==> src/hdl/tcw_pkg.sv <==
// Shared types, codes and the microcode table for the text console writer.
`timescale 1ns / 1ps

package tcw_pkg;

    localparam logic [2:0] OP_PUT       = 3'd0;
    localparam logic [2:0] OP_PUT_COLOR = 3'd1;
    localparam logic [2:0] OP_CLEAR     = 3'd2;
    localparam logic [2:0] OP_FILL      = 3'd3;
    localparam logic [2:0] OP_READ      = 3'd4;

    localparam logic [7:0] CH_NEWLINE = 8'd10;
    localparam logic [7:0] CH_BLANK   = 8'h20;

    typedef struct packed {
        logic [2:0]  operation;
        logic [7:0]  char_code;
        logic [7:0]  color;
        logic [10:0] cell_index;
    } t_cmd;

    typedef struct packed {
        logic [7:0]  read_char;
        logic [7:0]  read_attr;
        logic [10:0] cursor_cell;
    } t_res;

    // Microcode steps.
    typedef enum logic [3:0] {
        PC_IDLE,
        PC_RST,
        PC_CLR,
        PC_FILL,
        PC_RD_ISSUE,
        PC_RD_DONE,
        PC_PUT_CHECK,
        PC_SCR_INIT,
        PC_SCR_LOOP,
        PC_SCR_FLUSH,
        PC_BLANK,
        PC_PUT_WRITE,
        PC_NOP
    } t_pc;

    typedef enum logic [2:0] {
        MEM_NONE,
        MEM_WR_ZERO,
        MEM_WR_BLANK,
        MEM_WR_ATTR,
        MEM_RD_CELL,
        MEM_SHIFT,
        MEM_SHIFT_LAST,
        MEM_PUT
    } t_mem_op;

    typedef enum logic [1:0] {
        ADR_ZERO,
        ADR_INC,
        ADR_LD_COLS,
        ADR_LD_LAST_ROW
    } t_addr_op;

    typedef enum logic [1:0] {
        CUR_HOLD,
        CUR_ZERO,
        CUR_LAST_ROW,
        CUR_PUT
    } t_cur_op;

    typedef enum logic [1:0] {
        CND_NONE,
        CND_LAST,
        CND_AT_END,
        CND_DISPATCH
    } t_cond;

    // One control word. mem and addr act every cycle of the step;
    // cur, emit and show_rd act only on the cycle the step exits via next.
    typedef struct packed {
        t_mem_op  mem;
        t_addr_op addr;
        t_cur_op  cur;
        t_cond    cond;
        t_pc      next;
        t_pc      alt;
        logic     emit;
        logic     show_rd;
    } t_ctrl;

    typedef struct packed {
        logic       start;
        logic [2:0] op;
        logic       at_last;
        logic       at_end;
    } t_stat;

    typedef struct packed {
        t_ctrl ctrl;
        logic  taken;
        logic  busy;
    } t_seq;

    function automatic t_ctrl ucode(input t_pc pc);
        t_ctrl c;
        c = '{MEM_NONE, ADR_ZERO, CUR_HOLD, CND_NONE, PC_IDLE, PC_IDLE, 1'b0, 1'b0};
        case (pc)
            PC_IDLE: begin
                c.cond = CND_DISPATCH;
            end
            PC_RST: begin
                c = '{MEM_WR_ZERO, ADR_INC, CUR_HOLD, CND_LAST,
                      PC_IDLE, PC_RST, 1'b0, 1'b0};
            end
            PC_CLR: begin
                c = '{MEM_WR_BLANK, ADR_INC, CUR_ZERO, CND_LAST,
                      PC_IDLE, PC_CLR, 1'b1, 1'b0};
            end
            PC_FILL: begin
                c = '{MEM_WR_ATTR, ADR_INC, CUR_HOLD, CND_LAST,
                      PC_IDLE, PC_FILL, 1'b1, 1'b0};
            end
            PC_RD_ISSUE: begin
                c = '{MEM_RD_CELL, ADR_ZERO, CUR_HOLD, CND_NONE,
                      PC_RD_DONE, PC_RD_DONE, 1'b0, 1'b0};
            end
            PC_RD_DONE: begin
                c = '{MEM_NONE, ADR_ZERO, CUR_HOLD, CND_NONE,
                      PC_IDLE, PC_IDLE, 1'b1, 1'b1};
            end
            PC_PUT_CHECK: begin
                c = '{MEM_NONE, ADR_ZERO, CUR_HOLD, CND_AT_END,
                      PC_SCR_INIT, PC_PUT_WRITE, 1'b0, 1'b0};
            end
            PC_SCR_INIT: begin
                c = '{MEM_NONE, ADR_LD_COLS, CUR_HOLD, CND_NONE,
                      PC_SCR_LOOP, PC_SCR_LOOP, 1'b0, 1'b0};
            end
            PC_SCR_LOOP: begin
                c = '{MEM_SHIFT, ADR_INC, CUR_HOLD, CND_LAST,
                      PC_SCR_FLUSH, PC_SCR_LOOP, 1'b0, 1'b0};
            end
            PC_SCR_FLUSH: begin
                c = '{MEM_SHIFT_LAST, ADR_LD_LAST_ROW, CUR_HOLD, CND_NONE,
                      PC_BLANK, PC_BLANK, 1'b0, 1'b0};
            end
            PC_BLANK: begin
                c = '{MEM_WR_BLANK, ADR_INC, CUR_LAST_ROW, CND_LAST,
                      PC_PUT_WRITE, PC_BLANK, 1'b0, 1'b0};
            end
            PC_PUT_WRITE: begin
                c = '{MEM_PUT, ADR_ZERO, CUR_PUT, CND_NONE,
                      PC_IDLE, PC_IDLE, 1'b1, 1'b0};
            end
            PC_NOP: begin
                c = '{MEM_NONE, ADR_ZERO, CUR_HOLD, CND_NONE,
                      PC_IDLE, PC_IDLE, 1'b1, 1'b0};
            end
            default: begin
                c.cond = CND_NONE;
            end
        endcase
        return c;
    endfunction

    // Entry step for each operation code.
    function automatic t_pc dispatch(input logic [2:0] op);
        t_pc p;
        case (op)
            OP_PUT:       p = PC_PUT_CHECK;
            OP_PUT_COLOR: p = PC_PUT_CHECK;
            OP_CLEAR:     p = PC_CLR;
            OP_FILL:      p = PC_FILL;
            OP_READ:      p = PC_RD_ISSUE;
            default:      p = PC_NOP;
        endcase
        return p;
    endfunction

endpackage

==> src/hdl/tcw_sequencer.sv <==
// Microcode sequencer: step counter, control table lookup and branching.
`timescale 1ns / 1ps

module tcw_sequencer (
    input  logic           i_clk,
    input  logic           i_rst_n,
    input  tcw_pkg::t_stat i_stat,
    output tcw_pkg::t_seq  o_seq
);
    import tcw_pkg::*;

    t_pc   r_pc;
    t_pc   n_pc;
    t_ctrl w_ctrl;
    logic  w_taken;

    always_comb begin
        w_ctrl = ucode(r_pc);
        case (w_ctrl.cond)
            CND_NONE:     w_taken = 1'b1;
            CND_LAST:     w_taken = i_stat.at_last;
            CND_AT_END:   w_taken = i_stat.at_end;
            CND_DISPATCH: w_taken = i_stat.start;
            default:      w_taken = 1'b1;
        endcase
    end

    // next step
    always_comb begin
        case (w_ctrl.cond)
            CND_DISPATCH: n_pc = i_stat.start ? dispatch(i_stat.op) : w_ctrl.next;
            default:      n_pc = w_taken ? w_ctrl.next : w_ctrl.alt;
        endcase
    end

    // outputs
    always_comb begin
        o_seq.ctrl  = w_ctrl;
        o_seq.taken = w_taken;
        o_seq.busy  = (r_pc != PC_IDLE);
    end

    always_ff @(posedge i_clk) begin
        if (!i_rst_n) begin
            r_pc <= PC_RST;
        end else begin
            r_pc <= n_pc;
        end
    end

endmodule

==> config.mk <==
export PLATFORM = sky130hd
export DESIGN_NAME = tcw_sequencer
export DESIGN_NICKNAME = d
export VERILOG_FILES = /design/src/hdl/tcw_pkg.sv /design/src/hdl/tcw_sequencer.sv
export SDC_FILE = /design/constraint.sdc
export NUM_CORES = 1
export LEC_CHECK = 0
export BUFFER_PORTS_ARGS = -buffer_cell sky130_fd_sc_hd__buf_2
export CAP_MARGIN = 40
export CORE_MARGIN = 2
export CORE_UTILIZATION = 43
export DETAILED_ROUTE_END_ITERATION = 8
export HOLD_SLACK_MARGIN = 0.12
export PLACE_DENSITY = 0.77
export SYNTH_ARGS = -nofsm -noshare
export SYNTH_HDL_FRONTEND = slang
export SYNTH_SLANG_ARGS = --single-unit
==> constraint.sdc <==
create_clock -name i_clk -period 1.63 [get_ports i_clk]
set_input_delay 0.0815 -clock i_clk [delete_from_list [all_inputs] [get_ports i_clk]]
set_output_delay 0.0815 -clock i_clk [all_outputs]
set_load 0.1 [all_outputs]
==> results.ini, run 1 <==
[synthesis]
synth_xor_area_share_pct=4.688
syn_area_per_cell_um2=6.836
synth_nets=90
synth_top_family_by_area=simple AND/OR/NAND/NOR gates
yosysWarnings=0
synth_edf_count=0
post_synth_and_or_nand_nor_area_fraction_pct=43.30
synth_sequential_area_ratio_pct=14.29
yosys.area_share.adder_pct=1.786
synth_seq_cells=4
ys_types=34
async_flop_share_pct=0
synth_compound_area_share_pct=22.10
synth_area_um2=560.5
postSynth.topFlopCell=dfxtp_1
postSynthCellCount=82
synth.area.mux_share_pct=3.571

[run_status]
outcome=did not finish
first-error=[ERROR DPL-0033] detailed placement checks failed during check placement.
outcome.stop_stage=3_5_place_dp

[placement]
hpwl_mm=1.981
io_buffers=28
globalplace.congestion=0.8284

[floorplan]
num_rows=13
die_y_um=40.11
io_pins=29
die_x_um=40.11
initial_utilization_pct=44.76

## cells by family after synthesis
family          after synthesis
mux                           2
xor+xnor                      3
flops                         4
compound gates               19
buf+inv                      10
simple gates                 43
fa+ha+maj                     1
## through the flow
stage / hold WS, ps / cell area [um2]
after global placement: 349.9 / 1211
after floorplan: 200.6 / 704.4
## cells in the mapped netlist (2+ instances only)
master | n | area [um2]
a21oi_1 | 5 | 25.02
and2_1 | 2 | 12.51
and3_1 | 2 | 12.51
buf_2 | 4 | 20.02
buf_4 | 4 | 30.03
dfxtp_1 | 4 | 80.08
mux2i_1 | 2 | 20.02
nand2_1 | 8 | 30.03
nand2b_1 | 7 | 43.79
nand3b_1 | 2 | 15.01
nor2_1 | 12 | 45.04
nor3_1 | 3 | 15.01
o21ai_0 | 2 | 10.01
o22ai_1 | 3 | 18.77
o31a_1 | 2 | 17.52
xnor2_1 | 2 | 17.52
==> run 2, diff against run 1 <==
Settings changed: CORE_AREA set to 2 2 63 65, CORE_MARGIN 2 to unset, CORE_UTILIZATION 43 to unset, DIE_AREA set to 0 0 65 67, HOLD_SLACK_MARGIN 0.12 to unset, PLACE_DENSITY 0.77 to unset, PLACE_DENSITY_LB_ADDON set to 0.15.
==> results.ini, run 2 <==
[run_status]
outcome=finished, final reports clean  ; was did not finish

[timing]
time_the_worst_path_needs_with_i_o_delays_and_setup_ps=1597
min_period_over_period_pct=97.95
maxSlewViolCount=0
final_report_hold_violation_count=0
final_worst_clock_skew_ps=0.8453
setup_total_negative_slack_ps=0
report.final.setup_viol=0
fmax_ghz=0.6263
worst_pin_slew_ps=368.8
slew_headroom_pct=75.23
grt_setup_unrepaired=true

[placement]
globalplace.congestion=0.8070  ; was 0.8284
hpwl_mm=1.623  ; was 1.981 mm
io_buffers=28  ; unchanged

[critical_path]
arrival_ps=1520
crit-reg2reg-launch=r_pc[2]$_SDFF_PN0_
regToRegSetupSlack_ps=200
critical_register_to_register_path_endpoint=r_pc[1]$_SDFF_PN0_
end_kind=primary output
ff2ff_path_depth=4
cp.required_ps=1550
worstSetupPathType=reg2out
critical_path_source_type=register
critical_path.max_fanout=6

[global_route]
grt.total_usage_pct=10.07
grt_first_pass_wirelength_mm=3.394
overflow=0
grt_start_max_net_pins=13
grt_pass1_vias=716
antenna_found_initial=0

[synthesis]
async_flop_share_pct=0  ; unchanged
ys_types=34  ; unchanged
post-synth-top-area-fraction_pct=14.29  ; unchanged
synthMostInstantiatedCell=nor2_1  ; unchanged
syn_area_per_cell_um2=6.836  ; unchanged
yosysWarnings=0  ; unchanged
synth_area_um2=560.5  ; unchanged
synth_top_cells_by_area=dfxtp_1 (14%), nor2_1 (8.0%), nand2b_1 (7.8%)  ; unchanged
synth_nets=90  ; unchanged
synth_commonest_cells=nor2_1 (12), nand2_1 (8), nand2b_1 (7), a21oi_1 (5)  ; unchanged
postSynth.topFlopCell=dfxtp_1  ; unchanged
synth_sequential_area_ratio_pct=14.29  ; unchanged
yosys.area.top_type=dfxtp_1  ; unchanged
synth_edf_count=0  ; unchanged
postSynthCellCount=82  ; unchanged
synth_seq_cells=4  ; unchanged

[clock_tree]
cts-hold-fix-buffers=0
clk_pin_slew_ps=30
tritoncts=done
cts.sinks=4
cts_bufs_inserted=3
source_to_sink_clock_delay_at_the_later_pin_of_the_worst_skew_pair_ps=210
ctsRootBufferMaster=clkbuf_8
clk_path_buf_depth=2
cts.htree.levels=1

[finish]
largest_reg_flops=4
antenna_cells_inserted=0
layout-drive-gt1-share_pct=63.87
final_util_pct=37.68
num-fill-cells=357
fin_nets=129
mostFrequentLayoutCells=buf_12 (21), buf_4 (12), buf_2 (8)
layout-area-overhead-vs-synth_pct=142.4
reg.largest.list=r_pc (4)
largest_register=r_pc
layout_commonest_cell=buf_12

[worst_hold_path]
worst_hold_startpoint=i_rst_n
hold-path-cell-count=2
whs_endpoint=r_pc[3]$_SDFF_PN0_
min-delay-path-class=in2reg

[drt]
detail_route.first_pass.iterations=3
routed_wirelength_mm=2.108
avgViaCountPerCell=4.383
vias=732
post_drt_wl_per_cell_um=12.62
drc=0
ant_nets=0
drt_iter0_markers=13

[floorplan]
fp.dieArea_um2=4355
io_pins=29  ; unchanged
die_x_um=65  ; was 40.11 um
num_rows=22  ; was 13
initial_utilization_pct=15.54  ; was 44.76%
die_y_um=67  ; was 40.11 um
core_area_um2=3606

[power_and_ir_drop]
p_leak_nw=0.5171
power-per-cell-area_nw_per_um2=786.3
power.ir.vdd_worst_mv=0.2867

[flow_run]
cap_violations=0

## run 2: layout make-up
type	count	area [um2]	share of cell area [%]
repair buffers	42	575.6	42.36
flip-flops and latches	4	92.59	6.814
well taps	48	60.06	4.420
multi-input cells	68	581.8	42.82
clock buffers	3	41.29	3.039
inverters	2	7.507	0.5525
## run 2: cells by family after synthesis
logic type | count (synthesis) | share of synthesized area [%]
mux | 2 | 3.572
fa+ha+maj | 1 | 1.786
xor+xnor | 3 | 4.688
flops | 4 | 14.29
compound gates | 19 | 22.10
buf+inv | 10 | 10.27
simple gates | 43 | 43.30
## run 2: through the flow
stage               cell area (um2)  worst slack [ps]  total power, W  hold WS, ps  instances
finish                         1359             33.44        0.001068        133.4        167
global route                   1359            -11.95        0.001118        139.5        167
floorplan                     704.4            -186.5       0.0006082        200.6         82
global placement               1257             78.37       0.0008515        362.1        160
detailed placement             1257             99.77       0.0008535        359.9        160
CTS                            1315             5.768        0.001072        130.0        163
## run 2: report_power, final
part           total [W]  internal, W  switching (W)  leakage [nW]
logic           0.000741     0.000274       0.000467         0.461
registers       0.000122     0.000105      0.0000173        0.0350
clock network   0.000205     0.000157      0.0000480        0.0216
total            0.00107     0.000536       0.000533         0.517
## run 2: repair_timing
item | 4_1_cts | 5_1_grt
setup buffers | 0 | 4
pin swaps | 0 | 1
resized for setup | 8 | 5
endpoints found under the setup margin | 13 | 6
## run 2: worst max-delay path by stage
stage                                  start            endpoint  slack (ps)  cells past startpoint
final                     r_pc[2]$_SDFF_PN0_            o_seq[1]          30                      4
after CTS                 r_pc[0]$_SDFF_PN1_            o_seq[5]           6                      4
after global placement    r_pc[3]$_SDFF_PN0_  r_pc[3]$_SDFF_PN0_          80                      3
after floorplan           r_pc[3]$_SDFF_PN0_           o_seq[16]        -190                      4
after detailed placement  r_pc[3]$_SDFF_PN0_  r_pc[3]$_SDFF_PN0_         100                      3
after global routing      r_pc[3]$_SDFF_PN0_            o_seq[1]         -10                      4
## run 2: critical path, stage by stage, from the launching register on
cell and delay (ps):
dfxtp_4 350, or4b_4 540, o41ai_1 80, a21oi_1 110
clkbuf_16 210
## run 2: per-layer routing
layer | vias up | global-route usage [%] | share of wire, %
li1 | 364 | - | -
met5 | - | 0 | 0
met4 | 0 | 5.053 | 0.81
met3 | 2 | 2.703 | 5.2
met1 | 348 | 11.58 | 42
met2 | 18 | 17.14 | 52
Power figures use the tool's default switching activity.
==> run 3, diff against run 2 <==
Settings changed: ABC_AREA set to 1, BUFFER_PORTS_ARGS -buffer_cell sky130_fd_sc_hd__buf_2 to unset, DONT_BUFFER_PORTS set to 1.
==> results.ini, run 3 <==
[finish]
largest_register=r_pc  ; unchanged
num-fill-cells=399  ; was 357
layout-area-overhead-vs-synth_pct=75.94  ; was 142.4%
layout_commonest_cell=nand2_1  ; was buf_12
final_cells=168  ; was 167
multi_input_area_um2=456.7  ; was 581.8 um2
antenna_cells_inserted=0  ; unchanged
layout-drive-gt1-share_pct=52.50  ; was 63.87%
mostFrequentLayoutCells=nand2_1 (27), buf_4 (13), inv_1 (12)  ; was buf_12 (21), buf_4 (12), buf_2 (8)
fin_nets=130  ; was 129
reg.largest.list=r_pc (4)  ; unchanged
largest_reg_flops=4  ; unchanged
seqCellArea_um2=85.08  ; was 92.59 um2

[placement]
globalplace.congestion=0.8180  ; was 0.8070
hpwl_mm=1.659  ; was 1.623 mm
dp.cells=164  ; was 160
io_buffers=0  ; was 28

[global_route]
grt.total_usage_pct=9.385  ; was 10.07%
antenna_found_initial=0  ; unchanged
grt_start_max_net_pins=8  ; was 13
grt_first_pass_wirelength_mm=3.056  ; was 3.394 mm
overflow=0  ; unchanged
grt_pass1_vias=668  ; was 716

[drt]
drt_iter0_markers=19  ; was 13
routed_wirelength_mm=1.850  ; was 2.108 mm
avgViaCountPerCell=4.000  ; was 4.383
ant_nets=0  ; unchanged
post_drt_wl_per_cell_um=11.01  ; was 12.62 um
drc=0  ; unchanged
detail_route.first_pass.iterations=4  ; was 3
vias=672  ; was 732

[clock_tree]
source_to_sink_clock_delay_at_the_later_pin_of_the_worst_skew_pair_ps=220  ; was 210 ps
tritoncts=done  ; unchanged
cts.sinks=4  ; unchanged
clk_path_buf_depth=2  ; unchanged
cts_post_setup_buffers_inserted=0  ; unchanged
ctsRootBufferMaster=clkbuf_8  ; unchanged
cts.htree.levels=1  ; unchanged
cts_bufs_inserted=3  ; unchanged
clk_pin_slew_ps=30  ; about the same

[critical_path]
arrival_ps=1470  ; was 1520 ps
regToRegSetupSlack_ps=310  ; was 200 ps
crit_path_top_delay_cell=dfxtp_2  ; was or4b_4
crit_top_cell=nand2_1
cp.required_ps=1550  ; about the same
critical_path.max_fanout=7  ; was 6
worstPathCellList=inv_2, nand2_2, nand2_1, nand2_1, clkinvlp_4, buf_4  ; was or4b_4, o41ai_1, a21oi_1, clkbuf_16
crit-reg2reg-launch=r_pc[2]$_SDFF_PN0_  ; unchanged
critical_register_to_register_path_endpoint=r_pc[3]$_SDFF_PN0_  ; was r_pc[1]$_SDFF_PN0_
end_kind=primary output  ; unchanged
cp_slowest_stage_delay_ps=410  ; was 540 ps
crit_start=r_pc[2]$_SDFF_PN0_  ; unchanged
worstSetupPathType=reg2out  ; unchanged
critical_path_source_type=register  ; unchanged
ff2ff_path_depth=8  ; was 4

[timing]
min_period_over_period_pct=94.98  ; was 97.95%
fmax_ghz=0.6459  ; was 0.6263 GHz
grt_setup_unrepaired=false  ; was true
final_report_hold_violation_count=0  ; unchanged
worst_pin_slew_ps=292.7  ; was 368.8 ps
slew_headroom_pct=80.44  ; was 75.23%
time_the_worst_path_needs_with_i_o_delays_and_setup_ps=1548  ; was 1597 ps
final_worst_clock_skew_ps=2.534  ; was 0.8453 ps
whs_ps=27.93  ; was 133.4 ps
maxSlewViolCount=0  ; unchanged
report.final.setup_viol=0  ; unchanged

[synthesis]
synth_area_um2=566.8  ; was 560.5 um2
synth_seq_cells=4  ; unchanged
postSynthCellCount=95  ; was 82
async_flop_share_pct=0  ; unchanged
synth_commonest_cells=nand2_1 (29), inv_1 (13), nand2_2 (7), nand3_1 (7), nor2_1 (6)  ; was nor2_1 (12), nand2_1 (8), nand2b_1 (7), a21oi_1 (5)
synthMostInstantiatedCell=nand2_1  ; was nor2_1
synth_sequential_area_ratio_pct=14.13  ; was 14.29%
ys_types=20  ; was 34
syn_area_per_cell_um2=5.966  ; was 6.836 um2
yosys.area.top_type=nand2_1  ; was dfxtp_1
postSynth.topFlopCell=dfxtp_1  ; unchanged
synth_top_cells_by_area=nand2_1 (19%), dfxtp_1 (14%), inv_1 (8.6%)  ; was dfxtp_1 (14%), nor2_1 (8.0%), nand2b_1 (7.8%)
synth_edf_count=0  ; unchanged
yosysWarnings=0  ; unchanged
post-synth-top-area-fraction_pct=19.21  ; was 14.29%
synth_nets=103  ; was 90

[worst_hold_path]
worst_hold_startpoint=i_rst_n  ; unchanged
whs_endpoint=r_pc[2]$_SDFF_PN0_  ; was r_pc[3]$_SDFF_PN0_
min-delay-path-class=in2reg  ; unchanged
hold-path-cell-count=2  ; unchanged

[floorplan]
core_area_um2=3606  ; unchanged
die_y_um=67  ; unchanged
fp.dieArea_um2=4355  ; unchanged
die_x_um=65  ; unchanged
initial_utilization_pct=15.72  ; was 15.54%
io_pins=29  ; unchanged
num_rows=22  ; unchanged

[run_status]
outcome=finished, final reports clean  ; unchanged

[flow_run]
cap_violations=0  ; unchanged

## run 3: logic make-up after synthesis
group                  after synthesis  synth area share (%)
DFF                                  4                 14.13
AOI/OAI and AO/OA                   11                 11.48
and+or+nand+nor                     60                 60.48
buffers and inverters               20                 13.91
## run 3: routing by layer
layer | up-vias | GRT usage (%) | part of all wire [%]
met4 | 0 | 6.117 | 1.4
met1 | 294 | 11.13 | 45
met3 | 2 | 2.703 | 7.2
li1 | 353 | - | -
met2 | 23 | 14.69 | 46
met5 | - | 0 | 0
## run 3: how the worst max path moves through the flow
stage                endpoint  slack (ps)  cells after the start
finish               o_seq[8]          80                      6
global route         o_seq[8]          10                      6
CTS                  o_seq[1]          20                      6
detailed placement   o_seq[9]         180                      5
global placement     o_seq[9]         180                      5
floorplan           o_seq[18]         -50                      4
## run 3: worst max-delay path: cells and delay by family, from the launching register on
kind	cells	cell delay, ps
flops	1	410
buf+inv	3	440
simple gates	3	410
## run 3: through the flow
stage / setup slack, ps / cell area (um2) / setup TNS (ps) / utilization, %
final: 81.79 / 997.2 / 0 / 27.65
after global placement: 180.2 / 937.1 / 0 / 25.99
after CTS: 18.37 / 989.7 / 0 / 27.45
after global routing: 10.18 / 997.2 / 0 / 27.65
after detailed placement: 175.1 / 937.1 / 0 / 25.99
after floorplan: -46.16 / 619.3 / -79.04 / -
## run 3: layout make-up
class,count,area share [%]
repair buffers,23,27.98
clock buffers,3,4.141
well taps,48,6.023
multi-input cells,71,45.80
flip-flops and latches,4,8.532
inverters,19,7.528
## run 3: timing repair
action | 4_1_cts | 5_1_grt
endpoints found under the hold margin | 2 | 0
pin swaps | 0 | 0
cloned | 0 | 0
hold buffers | 1 | 0
resized for setup | 1 | 3
endpoints found under the setup margin | 3 | 3
Power of run 3 is not shown: default switching activity piles up to over one toggle a cycle in this logic, so the estimate is an artifact.
